==> src/hdl/fsa_ram.sv <==
// Generic single-write, single-read RAM with a registered read port.
`default_nettype none

module fsa_ram #(
  parameter int unsigned Width = 16,
  parameter int unsigned Depth = 256
) (
  input  wire                             clk_i,
  input  wire                             we_i,
  input  wire [$clog2(Depth > 1 ? Depth : 2)-1:0] waddr_i,
  input  wire [Width-1:0]                 wdata_i,
  input  wire [$clog2(Depth > 1 ? Depth : 2)-1:0] raddr_i,
  output logic [Width-1:0]                rdata_o
);

  logic [Width-1:0] mem [Depth];

  // Write port, and a read that returns the old contents on a collision.
  always_ff @(posedge clk_i) begin
    if (we_i) begin
      mem[waddr_i] <= wdata_i;
    end
    rdata_o <= mem[raddr_i];
  end

endmodule

`default_nettype wire

==> config.mk <==
export PLATFORM = sky130hd
export DESIGN_NAME = fsa_ram
export DESIGN_NICKNAME = d
export VERILOG_FILES = /design/src/hdl/fsa_ram.sv
export SDC_FILE = /design/constraint.sdc
export NUM_CORES = 2
export LEC_CHECK = 0
export BUFFER_PORTS_ARGS = -buffer_cell sky130_fd_sc_hd__buf_4
export CORE_AREA = 2 2 770 696
export DETAILED_ROUTE_END_ITERATION = 6
export DIE_AREA = 0 0 772 698
export PLACE_DENSITY_LB_ADDON = 0.25
export SLEW_MARGIN = 25
export SYNTH_ARGS = -nofsm -noshare
export SYNTH_HDL_FRONTEND = slang
export SYNTH_SLANG_ARGS = --single-unit
export TNS_END_PERCENT = 10
==> constraint.sdc <==
create_clock -name clk_i -period 2.5 [get_ports clk_i]
set_input_delay 0 -clock clk_i [delete_from_list [all_inputs] [get_ports clk_i]]
set_output_delay 0 -clock clk_i [all_outputs]
set_load 0.02 [all_outputs]
==> summary.txt <==
Outcome
  • Status: finished, violations left
  • Violated checks: setup timing

Drt
  • Final WL: 475 mm
  • Drt pass-1 iters: 6
  • Vias: 81800
  • M1 WL: 209 mm
  • WL/cell: 29.7 um
  • Metal2 WL: 222 mm
  • Remaining antenna violation count: 0
  • Top routing layer used: met5
  • Detailed router's first-iteration violation count: 9626
  • Vias/cell: 5.12
  • DR WL met3: 32.2 mm
  • DRC: 0

Placed design
  • Placed cells: 15100
  • Cell Area, Placed: 177000 um2
  • Setup WS pre-CTS: -0.920 ns
  • Detail Placement HPWL: 300 mm
  • Gp weighted congestion: 0.844
  • Buffers on Ports: 49

Synthesis
  • Most frequent cells after synthesis: edfxtp_1, mux4_2, mux2i_1, nor2_1, o221ai_1
  • Area leader, netlist: edfxtp_1
  • Seq cells post-synth: 4112
  • Area share of the largest cell type after synthesis: 77.5%
  • Post-synthesis sequential area ratio: 77.7%
  • Cell with the most instances after synthesis: edfxtp_1
  • Synth Warn #: 0
  • Net Count, Synth: 7394
  • Post-synth EDFFs: 4096
  • Yosys cell types: 52
  • Top FF cell, synth: edfxtp_1
  • Synth area leaders: edfxtp_1, mux4_2, mux2i_1, o221ai_1, nor2_1
  • Cells after synthesis: 7360
  • Post-synth ARST share: 0%
  • Synthesized cell area: 159000 um2
  • Mean Syn Cell Area: 21.6 um2

STA
  • WHS: 0.0446 ns
  • Peak Freq: 395 MHz
  • Final count of hold timing violations: 0
  • Setup TNS: -0.0289 ns
  • Final Critical Period: 2.53 ns
  • Layout Skew: 0.0643 ns
  • Slew HR: 25.9%
  • Final worst-path setup slack: -0.0289 ns
  • Tcrit/Tclk final: 101%
  • Slew Limit Fails: 0
  • RSZ-0062 raised after global routing: true
  • Worst Tran Pin Value: 1.10 ns
  • Final setup fails: 1

Pwr
  • Tot Pwr: 149 mW
  • Leakage power: 61.4 nW
  • Maximum VDD drop: 0.633 mV
  • Pwr Density: 777 nW/um2

Critical path
  • Arrival time at the worst endpoint: 3.36 ns
  • Worst Path Max Fanout: 1
  • CP endpoint kind: flip-flop
  • Worst R2R End: rdata_o[15]
  • Crit path kind: flip-flop to flip-flop
  • Worst r2r path cells: 6
  • Worst Path Required: 3.33 ns
  • Startpoint Class: flip-flop
  • Setup slack, reg-to-reg: -0.03 ns
  • Reg-to-Reg Start: mem[31][15]

Finish
  • Final nets: 8615
  • Final Cell Area: 191000 um2
  • Fillers: 48700
  • Final std cells w/o fill: 16000
  • Finished Core Util: 36.1%
  • Layout cells sized above 1: 32.3%
  • Area grow syn2layout: 20.6%

Worst hold path
  • Worst hold endpoint: mem[25][12]
  • Worst Hold Class: input port to flip-flop
  • Worst hold start: wdata_i[12]
  • Hold path cells: 2

Floorplan
  • Chip height: 698 um
  • Total core area: 530000 um2
  • I/O Pins: 50
  • Die Area: 539000 um2
  • Die Width: 772 um
  • Rows: 254
  • Starting density of the core: 29.9%

Global route
  • Vias in the first global route: 82900
  • Initial antenna violation count: 39
  • GRT overflow: 0
  • Global-route wire length before repair: 662 mm
  • Pin count of the biggest net entering global routing: 98
  • Total global-route track usage: 17.2%

Clock tree
  • Clock tree sinks: 4112
  • Root Buffer: clkbuf_16
  • CTS clk-pin slew, worst paths: 0.06 ns
  • CTS tree: yes
  • Skew-Pair Late Insertion Delay: 0.99 ns
  • CTS Buf Count: 429
  • Setup Buffers After CTS: 0
  • H-tree depth: 5
  • Clk buf depth: 4

Job
  • Maxcap violations: 0
cell usage in the layout, fill, tap and decap left out, types with 87 or more instances in the layout:
master	Yosys	final
clkbuf_16	0	430
buf_4	26	1003
clkinv_1	0	101
edfxtp_1	4096	4096
o22ai_1	148	148
nor3_1	92	89
mux2i_1	565	565
o221ai_1	252	251
nor2_2	0	106
buf_12	5	174
mux2_2	88	87
nor2_1	304	198
mux4_2	797	797
a21oi_1	175	175
state kept, by name (all words and copies together) (netlist names):
register  cells
mem        4096
rdata_o      16
cells by family (layout without fill, tap and decap cells):
| family | after synthesis | count (layout) | share of synthesized area, % |
|---|---|---|---|
| buffers and inverters | 456 | 2039 | 1.69 |
| and+or+nand+nor | 556 | 556 | 1.57 |
| other | 0 | 10 | 0 |
| DFF | 4112 | 4112 | 77.7 |
| muxes | 1450 | 1450 | 15.5 |
| AOI/OAI and AO/OA | 786 | 786 | 3.54 |
layout make-up:
| class | instances | area, um2 | share of cell area, % |
|---|---|---|---|
| flip-flops and latches | 4112 | 123000 | 64.4 |
| multi-input cells | 2792 | 33400 | 17.4 |
| repair buffers | 1242 | 11800 | 6.15 |
| clock buffers | 498 | 11000 | 5.76 |
| well taps | 7040 | 8810 | 4.60 |
| clock inverters | 295 | 3060 | 1.60 |
| inverters | 4 | 27.5 | 0.0144 |
| diodes | 10 | 25.0 | 0.0131 |
per-layer routing:
layer / global-route usage (%) / up-vias
li1: - / 33800
met1: 24.7 / 44500
met2: 27.3 / 2965
met3: 2.78 / 577
met4: 4.11 / 8
met5: 0 / -
worst max-delay path: stages, from the launching register on:
cell	delay, ns
edfxtp_1	0.36
mux4_2	0.50
mux4_2	0.54
a22o_4	0.28
o32ai_4	0.47
buf_12	0.17
nor4_2	0.04
where the power goes:
| part | total [mW] | leakage [nW] | switching [mW] | internal, mW |
|---|---|---|---|---|
| Sequential | 76.2 | 36.9 | 0.183 | 76.0 |
| Clock | 63.8 | 6.79 | 27.4 | 36.3 |
| Combinational | 8.78 | 17.6 | 5.36 | 3.43 |
| Total | 149 | 61.4 | 33.0 | 116 |
worst max path at each step:
stage	from	to	slack, ns	depth (start not counted)
6_report	mem[31][15]	rdata_o[15]	-0.03	6
5_1_grt	mem[31][15]	rdata_o[15]	-0.04	6
4_1_cts	mem[63][15]	rdata_o[15]	-0.03	6
3_5_place_dp	raddr_i[0]	rdata_o[2]	-0.92	10
3_3_place_gp	raddr_i[0]	rdata_o[2]	-1.00	10
2_1_floorplan	waddr_i[3]	mem[235][0]	0.33	6
repair_timing:
| action | in CTS | in global routing |
|---|---|---|
| endpoints found under the setup margin | 14 | 10 |
| pin swaps | 7 | 5 |
| resized for setup | 42 | 15 |
| hold buffers | 42 | 0 |
| endpoints found under the hold margin | 5953 | 0 |
Note: power is estimated with default switching activity, not from simulation.
